<file path="config.mk">
export PLATFORM = sky130hd
export DESIGN_NAME = pressure_calibrate_and_average_flat
export DESIGN_NICKNAME = d
export VERILOG_FILES = /design/src/rtl/core/pca_pkg.sv /design/src/rtl/core/pca_in_if.sv /design/src/rtl/core/pca_out_if.sv /design/src/rtl/core/pca_calib.sv /design/src/rtl/core/pca_average.sv /design/src/rtl/core/pressure_calibrate_and_average.sv /design/src/flat_wrapper.sv
export SDC_FILE = /design/constraint.sdc
export NUM_CORES = 2
export LEC_CHECK = 0
export ABC_AREA = 1
export BUFFER_PORTS_ARGS = -buffer_cell sky130_fd_sc_hd__clkbuf_2
export CAP_MARGIN = 20
export CORE_UTILIZATION = 35
export CTS_CLUSTER_SIZE = 14
export DETAILED_ROUTE_END_ITERATION = 6
export MAX_ROUTING_LAYER = met4
export SLEW_MARGIN = 30
export SYNTH_ARGS = -nofsm -noshare
export SYNTH_HDL_FRONTEND = slang
export SYNTH_SLANG_ARGS = --single-unit
</file>
<file path="constraint.sdc">
create_clock -name clk_i -period 7.6 [get_ports clk_i]
set_input_delay 1.52 -clock clk_i [delete_from_list [all_inputs] [get_ports clk_i]]
set_output_delay 1.52 -clock clk_i [all_outputs]
set_load 0.005 [all_outputs]
</file>
<file path="src/rtl/core/pca_pkg.sv">
// Shared constants, types and code points for the pressure calibration block.
// No dependencies; every other file of the block refers to this package.
`default_nettype none

package pca_pkg;

  // Field widths.
  localparam int SAMPLE_W = 10;
  localparam int OFFSET_W = 10;
  localparam int SENS_W   = 15;
  localparam int PRESS_W  = 16;

  // Moving-average window and the ring that holds it.
  localparam int WINDOW  = 10;
  localparam int SLOT_W  = (WINDOW > 1) ? $clog2(WINDOW) : 1;
  localparam int TOTAL_W = PRESS_W + $clog2(WINDOW);
  localparam int TMAG_W  = TOTAL_W - 1;

  // Calibration product |sample - offset| * sensitivity, unsigned.
  localparam int PROD_W = SAMPLE_W + SENS_W;

  // Division by 1000 as a multiplication by a rounded-up reciprocal. With the
  // shift chosen this way the floor of the scaled product is exact for every
  // product magnitude that fits PROD_W bits.
  localparam int CAL_DIV     = 1000;
  localparam int CAL_SHIFT   = PROD_W + $clog2(CAL_DIV);
  localparam int CAL_RECIP_W = CAL_SHIFT - $clog2(CAL_DIV) + 1;
  localparam longint unsigned CAL_RECIP_L =
    ((64'd1 << CAL_SHIFT) + CAL_DIV - 1) / CAL_DIV;
  localparam logic [CAL_RECIP_W-1:0] CAL_RECIP = CAL_RECIP_W'(CAL_RECIP_L);
  localparam int CAL_PROD_W = PROD_W + CAL_RECIP_W;

  // Division of the running total by WINDOW, same scheme.
  localparam int MEAN_SHIFT   = TMAG_W + $clog2(WINDOW);
  localparam int MEAN_RECIP_W = MEAN_SHIFT - $clog2(WINDOW) + 1;
  localparam longint unsigned MEAN_RECIP_L =
    ((64'd1 << MEAN_SHIFT) + WINDOW - 1) / WINDOW;
  localparam logic [MEAN_RECIP_W-1:0] MEAN_RECIP = MEAN_RECIP_W'(MEAN_RECIP_L);
  localparam int MEAN_PROD_W = TMAG_W + MEAN_RECIP_W;

  // Saturation limits on a quotient magnitude.
  localparam logic [PRESS_W-1:0] MAG_NEG_LIMIT = PRESS_W'(1) << (PRESS_W - 1);
  localparam logic [PRESS_W-1:0] MAG_POS_LIMIT = MAG_NEG_LIMIT - PRESS_W'(1);
  localparam logic signed [PRESS_W-1:0] PRESS_MAX = MAG_POS_LIMIT;
  localparam logic signed [PRESS_W-1:0] PRESS_MIN = MAG_NEG_LIMIT;

  // Configuration port.
  localparam int CFG_IDX_W  = 2;
  localparam int CFG_DATA_W = SENS_W;

  typedef enum logic [CFG_IDX_W-1:0] {
    CFG_ZERO_OFFSET = 2'd0,
    CFG_SENSITIVITY = 2'd1
  } cfg_reg_e;

  localparam logic [OFFSET_W-1:0] OFFSET_RESET = '0;
  localparam logic [SENS_W-1:0]   SENS_RESET   = SENS_W'(8800);

  // Register stages from input acceptance to the result register.
  localparam int PIPE_DEPTH = 5;

  // Calibrated quotient in sign and magnitude, before saturation.
  typedef struct packed {
    logic               neg;
    logic [PRESS_W-1:0] mag;
  } calib_word_t;

endpackage

`default_nettype wire

</file>
<file path="src/rtl/core/pca_in_if.sv">
// Input channel of the pressure block: one converter sample per word.
// Depends on pca_pkg for the field width.
`default_nettype none

interface pca_in_if;

  logic                          valid;
  logic                          ready;
  logic [pca_pkg::SAMPLE_W-1:0]  adc_sample;

  modport source (output valid, output adc_sample, input ready);
  modport sink   (input valid, input adc_sample, output ready);

endinterface

`default_nettype wire

</file>
<file path="src/rtl/core/pca_out_if.sv">
// Output channel of the pressure block: instant and filtered pressure per word.
// Depends on pca_pkg for the field widths.
`default_nettype none

interface pca_out_if;

  logic                                valid;
  logic                                ready;
  logic signed [pca_pkg::PRESS_W-1:0]  pressure_now;
  logic signed [pca_pkg::PRESS_W-1:0]  pressure_filtered;

  modport source (output valid, output pressure_now, output pressure_filtered, input ready);
  modport sink   (input valid, input pressure_now, input pressure_filtered, output ready);

endinterface

`default_nettype wire

</file>
<file path="src/rtl/core/pca_calib.sv">
// Calibration front end: input register, offset and gain multiply, divide by 1000.
// Depends on pca_pkg and pca_in_if; hands a sign and magnitude word downstream.
`default_nettype none

module pca_calib (
  input  wire logic                          clk_i,
  input  wire logic                          rst_ni,
  input  wire logic [pca_pkg::OFFSET_W-1:0]  zero_offset_i,
  input  wire logic [pca_pkg::SENS_W-1:0]    sensitivity_i,
  pca_in_if.sink                             in_ch,
  output logic                               out_valid_o,
  input  wire logic                          out_ready_i,
  output pca_pkg::calib_word_t               out_word_o
);

  // Stage valid flags and payloads.
  logic                               s1_v_q, s2_v_q, s3_v_q;
  logic [pca_pkg::SAMPLE_W-1:0]       s1_sample_q;
  logic                               s2_neg_q;
  logic [pca_pkg::PROD_W-1:0]         s2_prod_q;
  pca_pkg::calib_word_t               s3_word_q;

  logic                               en1, en2, en3;
  logic                               diff_neg;
  logic [pca_pkg::SAMPLE_W-1:0]       diff_mag;
  logic [pca_pkg::PROD_W-1:0]         prod_d;
  logic [pca_pkg::CAL_PROD_W-1:0]     scaled;

  // A stage loads when it is empty or its word moves on in the same cycle.
  assign en3 = !s3_v_q || out_ready_i;
  assign en2 = !s2_v_q || en3;
  assign en1 = !s1_v_q || en2;
  assign in_ch.ready = en1;

  // Offset removal in sign and magnitude, then the gain multiply.
  assign diff_neg = s1_sample_q < zero_offset_i;
  assign diff_mag = diff_neg ? (zero_offset_i - s1_sample_q) : (s1_sample_q - zero_offset_i);
  assign prod_d   = pca_pkg::PROD_W'(diff_mag) * pca_pkg::PROD_W'(sensitivity_i);

  // Divide the magnitude by 1000 with the reciprocal; truncation toward zero.
  assign scaled = pca_pkg::CAL_PROD_W'(s2_prod_q) * pca_pkg::CAL_PROD_W'(pca_pkg::CAL_RECIP);

  always_ff @(posedge clk_i or negedge rst_ni) begin
    if (!rst_ni) begin
      s1_v_q <= 1'b0;
      s2_v_q <= 1'b0;
      s3_v_q <= 1'b0;
    end else begin
      if (en1) begin
        s1_v_q <= in_ch.valid;
      end
      if (en2) begin
        s2_v_q <= s1_v_q;
      end
      if (en3) begin
        s3_v_q <= s2_v_q;
      end
    end
  end

  // Payload registers.
  always_ff @(posedge clk_i) begin
    if (en1 && in_ch.valid) begin
      s1_sample_q <= in_ch.adc_sample;
    end
    if (en2 && s1_v_q) begin
      s2_neg_q  <= diff_neg;
      s2_prod_q <= prod_d;
    end
    if (en3 && s2_v_q) begin
      s3_word_q.neg <= s2_neg_q;
      s3_word_q.mag <= scaled[pca_pkg::CAL_SHIFT +: pca_pkg::PRESS_W];
    end
  end

  assign out_valid_o = s3_v_q;
  assign out_word_o  = s3_word_q;

endmodule

`default_nettype wire

</file>
<file path="src/rtl/core/pca_average.sv">
// Saturation, sample ring with running total, divide by WINDOW and result register.
// Depends on pca_pkg and pca_out_if; fed by pca_calib.
`default_nettype none

module pca_average (
  input  wire logic                 clk_i,
  input  wire logic                 rst_ni,
  input  wire logic                 in_valid_i,
  output logic                      in_ready_o,
  input  wire pca_pkg::calib_word_t in_word_i,
  pca_out_if.source                 out_ch
);

  logic signed [pca_pkg::PRESS_W-1:0]  ring_q [pca_pkg::WINDOW];
  logic [pca_pkg::SLOT_W-1:0]          slot_q;
  logic signed [pca_pkg::TOTAL_W-1:0]  total_q, total_d;

  logic                                s4_v_q;
  logic signed [pca_pkg::PRESS_W-1:0]  s4_now_q;
  logic                                out_v_q;
  logic signed [pca_pkg::PRESS_W-1:0]  now_q, filt_q;

  logic                                en4, en5, take;
  logic signed [pca_pkg::PRESS_W-1:0]  now_d;
  logic                                tot_neg;
  logic [pca_pkg::TMAG_W-1:0]          tot_mag;
  logic [pca_pkg::MEAN_PROD_W-1:0]     mean_prod;
  logic [pca_pkg::PRESS_W-1:0]         mean_mag;
  logic signed [pca_pkg::PRESS_W-1:0]  mean_d;

  assign en5        = !out_v_q || out_ch.ready;
  assign en4        = !s4_v_q || en5;
  assign in_ready_o = en4;
  assign take       = en4 && in_valid_i;

  // Apply the sign and clamp to the 16-bit range.
  always_comb begin
    if (in_word_i.neg) begin
      now_d = (in_word_i.mag > pca_pkg::MAG_NEG_LIMIT) ? pca_pkg::PRESS_MIN
                                                       : $signed(~in_word_i.mag + 1'b1);
    end else begin
      now_d = (in_word_i.mag > pca_pkg::MAG_POS_LIMIT) ? pca_pkg::PRESS_MAX
                                                       : $signed(in_word_i.mag);
    end
  end

  // The oldest value leaves the total as the new one enters.
  assign total_d = total_q - pca_pkg::TOTAL_W'(ring_q[slot_q]) + pca_pkg::TOTAL_W'(now_d);

  always_ff @(posedge clk_i or negedge rst_ni) begin
    if (!rst_ni) begin
      for (int i = 0; i < pca_pkg::WINDOW; i++) begin
        ring_q[i] <= '0;
      end
      slot_q  <= '0;
      total_q <= '0;
      s4_v_q  <= 1'b0;
      out_v_q <= 1'b0;
    end else begin
      if (take) begin
        ring_q[slot_q] <= now_d;
        total_q        <= total_d;
        slot_q         <= (slot_q == pca_pkg::SLOT_W'(pca_pkg::WINDOW - 1))
                          ? '0 : slot_q + 1'b1;
      end
      if (en4) begin
        s4_v_q <= in_valid_i;
      end
      if (en5) begin
        out_v_q <= s4_v_q;
      end
    end
  end

  // Mean of the ring. The total only changes when a word enters this stage,
  // so total_q always belongs to the word held in s4.
  assign tot_neg   = total_q[pca_pkg::TOTAL_W-1];
  assign tot_mag   = tot_neg ? pca_pkg::TMAG_W'(-total_q) : pca_pkg::TMAG_W'(total_q);
  assign mean_prod = pca_pkg::MEAN_PROD_W'(tot_mag) *
                     pca_pkg::MEAN_PROD_W'(pca_pkg::MEAN_RECIP);
  assign mean_mag  = mean_prod[pca_pkg::MEAN_SHIFT +: pca_pkg::PRESS_W];
  assign mean_d    = tot_neg ? $signed(~mean_mag + 1'b1) : $signed(mean_mag);

  always_ff @(posedge clk_i) begin
    if (take) begin
      s4_now_q <= now_d;
    end
    if (en5 && s4_v_q) begin
      now_q  <= s4_now_q;
      filt_q <= mean_d;
    end
  end

  assign out_ch.valid             = out_v_q;
  assign out_ch.pressure_now      = now_q;
  assign out_ch.pressure_filtered = filt_q;

endmodule

`default_nettype wire

</file>
<file path="src/rtl/core/pressure_calibrate_and_average.sv">
// Pressure calibration with a moving average, top level.
// Depends on pca_pkg, pca_in_if, pca_out_if, pca_calib and pca_average.
//
// Each sample word gives one result word: pressure_now = (adc_sample -
// zero_offset) * sensitivity / 1000 in tenths of a bar, and pressure_filtered
// = the sum of the last WINDOW instant values / WINDOW, both truncated toward
// zero. The ring of past values is zero after reset, so the filtered value
// ramps up over the first WINDOW words. The block sustains one word per clock
// cycle while the output is ready. A word passes through five register stages
// (input, gain multiply, reciprocal divide, ring update, mean and result), and
// a running total is kept beside the ring for the ring update. Stalls on the
// output fill empty stages first, so input words keep being taken until all
// five are full. The user must write the configuration registers only while
// no word is in flight; the block itself does not enforce this.
`default_nettype none

module pressure_calibrate_and_average (
  input  wire logic                            clk_i,
  input  wire logic                            rst_ni,
  input  wire logic                            cfg_we_i,
  input  wire logic [pca_pkg::CFG_IDX_W-1:0]   cfg_idx_i,
  input  wire logic [pca_pkg::CFG_DATA_W-1:0]  cfg_data_i,
  pca_in_if.sink                               in_ch,
  pca_out_if.source                            out_ch
);

  logic [pca_pkg::OFFSET_W-1:0]  zero_offset_q;
  logic [pca_pkg::SENS_W-1:0]    sensitivity_q;

  logic                          mid_valid;
  logic                          mid_ready;
  pca_pkg::calib_word_t          mid_word;

  // Configuration registers; indexes beyond the list are ignored.
  always_ff @(posedge clk_i or negedge rst_ni) begin
    if (!rst_ni) begin
      zero_offset_q <= pca_pkg::OFFSET_RESET;
      sensitivity_q <= pca_pkg::SENS_RESET;
    end else if (cfg_we_i) begin
      case (pca_pkg::cfg_reg_e'(cfg_idx_i))
        pca_pkg::CFG_ZERO_OFFSET: zero_offset_q <= cfg_data_i[pca_pkg::OFFSET_W-1:0];
        pca_pkg::CFG_SENSITIVITY: sensitivity_q <= cfg_data_i[pca_pkg::SENS_W-1:0];
        default: ;
      endcase
    end
  end

  pca_calib u_calib (
    .clk_i         (clk_i),
    .rst_ni        (rst_ni),
    .zero_offset_i (zero_offset_q),
    .sensitivity_i (sensitivity_q),
    .in_ch         (in_ch),
    .out_valid_o   (mid_valid),
    .out_ready_i   (mid_ready),
    .out_word_o    (mid_word)
  );

  pca_average u_average (
    .clk_i      (clk_i),
    .rst_ni     (rst_ni),
    .in_valid_i (mid_valid),
    .in_ready_o (mid_ready),
    .in_word_i  (mid_word),
    .out_ch     (out_ch)
  );

endmodule

`default_nettype wire

</file>
<file path="src/flat_wrapper.sv">
// flat-port wrapper written by rule: the top's interface ports become plain ports
module pressure_calibrate_and_average_flat 
  (clk_i, rst_ni, cfg_we_i, cfg_idx_i, cfg_data_i, in_ch_valid, in_ch_adc_sample, in_ch_ready, out_ch_valid, out_ch_pressure_now, out_ch_pressure_filtered, out_ch_ready);
  pca_in_if in_ch_i ();
  pca_out_if out_ch_i ();
  input  wire logic clk_i;
  input  wire logic rst_ni;
  input  wire logic cfg_we_i;
  input  wire logic [pca_pkg::CFG_IDX_W-1:0] cfg_idx_i;
  input  wire logic [pca_pkg::CFG_DATA_W-1:0] cfg_data_i;
  input wire logic [$bits(in_ch_i.valid)-1:0] in_ch_valid;
  input wire logic [$bits(in_ch_i.adc_sample)-1:0] in_ch_adc_sample;
  output wire logic [$bits(in_ch_i.ready)-1:0] in_ch_ready;
  output wire logic [$bits(out_ch_i.valid)-1:0] out_ch_valid;
  output wire logic [$bits(out_ch_i.pressure_now)-1:0] out_ch_pressure_now;
  output wire logic [$bits(out_ch_i.pressure_filtered)-1:0] out_ch_pressure_filtered;
  input wire logic [$bits(out_ch_i.ready)-1:0] out_ch_ready;
  assign in_ch_i.valid = in_ch_valid;
  assign in_ch_i.adc_sample = in_ch_adc_sample;
  assign in_ch_ready = in_ch_i.ready;
  assign out_ch_valid = out_ch_i.valid;
  assign out_ch_pressure_now = out_ch_i.pressure_now;
  assign out_ch_pressure_filtered = out_ch_i.pressure_filtered;
  assign out_ch_i.ready = out_ch_ready;
  pressure_calibrate_and_average u_core (.clk_i(clk_i), .rst_ni(rst_ni), .cfg_we_i(cfg_we_i), .cfg_idx_i(cfg_idx_i), .cfg_data_i(cfg_data_i), .in_ch(in_ch_i), .out_ch(out_ch_i));
endmodule
</file>
# [Word level (Yosys, flattened, before mapping)]
# Cells that the tools add are included.
[word_totals] reg_bits=315 inputBits=32 output_inout_bits=34
[classes] n_addsub=8 n_mul=3 n_lt_le_gt_ge=5 eq_ne=2 mux=13 bitwise_logic=3 n_reduce_logical=19
[ops] op="$bwmux W160" count=1
[ops] op="$mux W16" count=7
[ops] op="$bmux W16 S4" count=1
[ops] op="$demux W16 S4" count=1
[ops] op="$mul A25 B26 Y51 const B" count=1
[ops] op="$mul A19 B20 Y39 const B" count=1
[ops] op="$add A16 B1 Y16 const B" count=2
[ops] op="$not A16 Y16" count=2
[ops] op="$mul A10 B15 Y25" count=1
[ops] op="$add A20 B16 Y20" count=1
[ops] op="$sub A10 B10 Y10" count=2
[ops] op="$sub A20 B16 Y20" count=1
[ops] op="$mux W19" count=1
[ops] op="$neg A19 Y19" count=1
[ops] op="$gt A16 B15 Y1 const B" count=1
[ops] op="$gt A16 B16 Y1 const B" count=1
[ops] op="$lt A10 B10 Y1" count=1
[ops] op="$mux W10" count=1
[ops] op="$logic_and A1 B1 Y1" count=6
[ops] op="$ge A5 B5 Y1 const B" count=1
[ops] op="$logic_not A1 Y1" count=5
[ops] op="$logic_or A1 B1 Y1" count=5
[ops] op="$lt A5 B1 Y1 const B" count=1
[ops] op="$not A4 Y5" count=1
[ops] op="other kinds (6)" count=7

# [Longest topological paths before layout]
[logic_depth] depth_word=7 mapped_depth=43 ltp_nobuf=42

# [Modules after synthesis]
# A second synthesis with hierarchy kept.
[unflattened] hier_cells=4731 hier_area_um2=38688.4
[modules_own_cells] mod="pca_calib" instances=1 cells_per_inst=2403 area_per_inst_um2=19183.4 seq_area_each_um2=1666.6
[modules_own_cells] mod="pca_average" instances=1 cells_per_inst=2216 area_per_inst_um2=18437.7 seq_area_each_um2=6095.8
[modules_own_cells] mod="pressure_calibrate_and_average" instances=1 cells_per_inst=112 area_per_inst_um2=1067.3 seq_area_each_um2=630.6

# [Worst setup path before layout]
# OpenSTA, ideal clock, no wires.
[synth_path] path_kind="register to register" from="register u_core.u_average.total_q[0] in the netlist's numbering" to="register u_core.u_average.filt_q, in the netlist u_core.u_average.out_ch.pressure_filtered[14] (data pin)" setup_ns=0.253 arrival_time_ns=6.700 required_time_ns=7.347 path_slack_ns=0.647 stages_incl_launch_ff=39 n_path_buf=0 synth_period_minus_slack_ns=6.953 path_cell_list="dfrtp_1 -> inv_1 -> ha_1 -> nand3_1 -> nor2_1 -> nand2_1 -> nand2_1 -> nand2_1 -> nor2_1 -> nand2_1 -> xor2_1 -> ha_1 -> inv_1 -> fa_1 -> inv_1 -> fa_1 -> fa_1 -> inv_1 -> (+3 left out) -> inv_1 -> ha_1 -> nand2_1 -> nor2_1 -> nand2_1 -> nor2_1 -> nand2_1 -> nand3_1 -> nand2_1 -> nand2_1 -> ha_1 -> nand3_1 -> nor2_1 -> nand3_1 -> nand2_1 -> nand2_1 -> nand2_1 -> nand2_1"
[synth_via] elab_chain_cells=6
[synth_lines] item="start: declaration" line="pca_average.sv:16" source="logic signed [pca_pkg::TOTAL_W-1:0] total_q, total_d;"
[synth_lines] item="start signal: assignment" line="pca_average.sv:62" source="total_q <= total_d;"
[synth_lines] item="$neg A19 Y19" line="pca_average.sv:78" source="assign tot_mag = tot_neg ? pca_pkg::TMAG_W'(-total_q) : pca_pkg::TMAG_W'(total_q);"
[synth_lines] item="$mux W19 *" line="pca_average.sv:78"
[synth_lines] item="$mul A19 B20 Y39 *" line="pca_average.sv:79" source="assign mean_prod = pca_pkg::MEAN_PROD_W'(tot_mag) *"
[synth_lines] item="$not A16 Y16" line="pca_average.sv:82" source="assign mean_d = tot_neg ? $signed(~mean_mag + 1'b1) : $signed(mean_mag);"
[synth_lines] item="$add A16 B1 Y16" line="pca_average.sv:82"
[synth_lines] item="$mux W16 *" line="pca_average.sv:82"
[synth_lines] item="named net u_core.u_average.mean_d, one bit" line="pca_average.sv:29" source="logic signed [pca_pkg::PRESS_W-1:0] mean_d;"
[synth_lines] item="end signal: assignment" line="pca_average.sv:90" source="filt_q <= mean_d;"
[synth_lines] item="end: declaration" line="pca_average.sv:21" source="logic signed [pca_pkg::PRESS_W-1:0] now_q, filt_q;"
# Mark *: on every way through the listed nets, which the timed path passes. The rest lies on a longest branch.
# A chain may end at the register's enable or synchronous reset.

# [Final worst setup path]
[layout_path] from="register u_core.u_average.total_q[1] in the netlist's numbering" to="register u_core.u_average.filt_q, in the netlist u_core.u_average.out_ch.pressure_filtered[13] (data pin)"
# Same word-level chain as after synthesis.

==> impl_metrics.py <==
metrics = {
    "synth": {
        "ys_async_sr_fraction_pct": 67.9,
        "synth_most_common_cell": "inv_1",
        "synth_top_cell_area_share_pct": 23.4,
        "synth_common_cells": "inv_1 (990), nand2_1 (620), ha_1 (487), fa_1 (425), nor2_1 (352)",
        "ys_warn_count": 0,
        "ys_types": 55,
        "avgSynthCellArea_um2": 8.67,
        "seq_area_frac_synth_pct": 23.1,
        "synthFlopType": "dfrtp_1",
        "synth.area.top_cells": "fa_1 (23%), ha_1 (17%), dfrtp_1 (14%)",
        "syn_inst": 4188,
        "synth_seq_cells": 315,
        "synth_area_um2": 36300,
        "syn-num-nets": 5132,
        "synth-edff-count": 101,
        "synth_area_leader_cell": "fa_1",
    },
    "critical_path": {
        "critPathRequiredTime_ns": 7.93,
        "cp-start-kind": "register",
        "slowest_stage": "fa_1",
        "cp-end-kind": "register",
        "cpMostUsedCell": "nand2_1",
        "crit_fanout": 6,
        "crit_type": "reg2reg",
        "worstPathArrival_ns": 7.50,
        "max_stage_delay_ns": 0.62,
    },
    "global_routing": {
        "grtUsageTotal_pct": 19.1,
        "grt_max_degree": 103,
        "grt_pass1_vias": 28200,
        "grt_overflow": 0,
        "antenna_found_initial": 0,
        "grt_pass1_wl_um": 153000,
    },
    "timing": {
        "tightestPinTransition_ns": 1.01,
        "rsz0062_at_grt": "true",
        "post-route-period-util_pct": 94.4,
        "setup_viol_count_final": 0,
        "hold_viol_final": 0,
        "fin_crit_ns": 7.18,
        "finalWorstSetupSlack_ns": 0.424,
        "slew_viol_final": 0,
        "fin_hold_ws_ns": 0.416,
        "fin_skew_ns": 0.0378,
        "max_freq_mhz": 139,
        "relSlewSlack_pct": 32.4,
    },
    "placed_design": {
        "placed_cells": 5588,
        "port_buffers": 65,
        "preCtsSetupSlack_ns": 0.0740,
        "dpl_cell_area_um2": 38500,
        "gp_congestion": 0.969,
        "hpwl_um": 78500,
    },
    "clock_tree": {
        "numCtsBuffers": 36,
        "cts_root_buf": "clkbuf_16",
        "htreeDepth": 2,
        "cts_tree": "yes",
        "clock_sinks": 315,
        "clk_pin_slew_ns": 0.07,
        "clk_latency_ns": 0.59,
        "ctsHoldBuffers": 0,
        "cts_buffer_depth": 3,
    },
    "route": {
        "wirelength_um": 95300,
        "drtAntennaViolNets": 0,
        "drtPass1Iterations": 6,
        "vias_per_cell": 4.83,
        "num_vias": 27400,
        "drt-initial-drc-count": 1453,
        "drcViolationCount": 0,
        "wire_per_inst_um": 16.8,
    },
    "finish": {
        "num_antenna_cells": 0,
        "stdcell_count": 5664,
        "finalInstanceArea_um2": 39900,
        "area_delta_synth_final_pct": 10.0,
        "drive_gt1_share_pct": 6.31,
        "nets": 5212,
    },
    "run": {
        "cap_viol_max_count": 0,
    },
    "die": {
        "die-height_um": 324,
        "io_pins": 66,
        "coreArea_um2": 102000,
        "initial_core_util_pct": 35.5,
        "core.rowCount": 117,
        "die_w_um": 324,
        "die-area_um2": 105000,
    },
    "status": {
        "status": "complete, no violations",
    },
    "hold_path": {
        "hold_class": "reg2reg",
    },
}
-- metrics by stage --
step | TNS, ns | utilization [%]
finish | 0 | 39.0
global route | -0.0986 | 39.0
CTS | 0 | 38.9
detailed placement | 0 | 37.6
global placement | 0 | 37.6
floorplan | 0 | -
-- path summary, 6_finish.rpt --
path	to	slack, ns	cells past startpoint	start
min in group asynchronous	u_core.u_average.ring_q[54]$_DFFE_PN0P_	0.99	1	rst_ni
max in group asynchronous	u_core.sensitivity_q[11]$_DFFE_PN0P_	5.21	2	rst_ni
worst max-delay path	u_core.u_average.out_ch.pressure_filtered[13]$_DFFE_PP_	0.42	35	u_core.u_average.total_q[1]$_DFFE_PN0P_
worst max register to register	u_core.u_average.out_ch.pressure_filtered[13]$_DFFE_PP_	0.42	35	u_core.u_average.total_q[1]$_DFFE_PN0P_
worst min register to register	u_core.u_average.out_ch.pressure_now[3]$_DFFE_PP_	0.42	0	u_core.u_average.s4_now_q[3]$_DFFE_PP_
worst min-delay path	u_core.u_average.out_ch.pressure_now[3]$_DFFE_PP_	0.42	0	u_core.u_average.s4_now_q[3]$_DFFE_PP_
-- routing by layer --
metal / up-vias / wire length, µm / global-route usage, %
met3: 104 / 3440 / 1.93
met5: - / 0 / -
li1: 13300 / - / -
met2: 515 / 46000 / 31.7
met1: 13400 / 44100 / 25.1
met4: 0 / 1810 / 4.10
-- state kept, by name, summed over array words and instances (netlist names) --
signal                                     cells
u_core.u_average.s4_v_q                        1
u_core.u_calib.s1_v_q                          1
u_core.u_average.out_ch.pressure_now          16
u_core.u_average.slot_q                        4
u_core.u_calib.s2_neg_q                        1
u_core.u_calib.s2_prod_q                      25
u_core.u_calib.out_valid_o                     1
u_core.sensitivity_q                          15
u_core.u_average.s4_now_q                     16
u_core.u_average.total_q                      20
u_core.u_average.ring_q                      160
u_core.u_calib.out_word_o                     17
u_core.u_average.out_ch.valid                  1
u_core.zero_offset_q                          10
u_core.u_calib.s2_v_q                          1
u_core.u_calib.s1_sample_q                    10
u_core.u_average.out_ch.pressure_filtered     16
-- critical path, delay by kind of cell (launching register included) --
family / cells / cell delay (ns)
simple gates: 19 / 1.98
xor+xnor: 1 / 0.28
buf+inv: 4 / 0.28
compound gates: 3 / 0.49
fa+ha+maj: 8 / 3.48
flops: 1 / 0.39
-- kinds of logic after synthesis --
family	after synthesis	synth area share, %
flops	315	23.1
buf+inv	1084	11.3
simple gates	1152	12.8
xor+xnor	109	2.65
fa+ha+maj	912	40.2
compound gates	616	9.90
-- layout by cell type, fill, tap and decap left out, types with 61 or more instances in the layout --
| cell type | instances |
|---|---|
| dfrtp_1 | 210 |
| o21ai_0 | 186 |
| nand3_1 | 107 |
| xor2_1 | 72 |
| a21oi_1 | 243 |
| buf_4 | 61 |
| ha_1 | 484 |
| inv_1 | 986 |
| clkbuf_2 | 64 |
| nor2_1 | 331 |
| nand2_1 | 615 |
| fa_1 | 424 |
| edfxtp_1 | 101 |
-- area by class of cell --
class                           count  area [µm²]
Inverter                          998        3750
Clock buffer                       49        1030
Fill cell                       10400       62400
Sequential cell                   315        8390
Timing Repair Buffer              128         832
Multi-Input combinational cell   2789       24000
Clock inverter                     17         256
Tap cell                         1368        1710
-- repair_timing --
action | in CTS | in global routing
hold endpoints to repair | 0 | 0
buffers inserted | 0 | 10
endpoints found under the setup margin | 0 | 20
gates resized for setup | 0 | 33
Power is not shown: default switching activity piles up to over one toggle a cycle in this logic, so the estimate is an artifact.
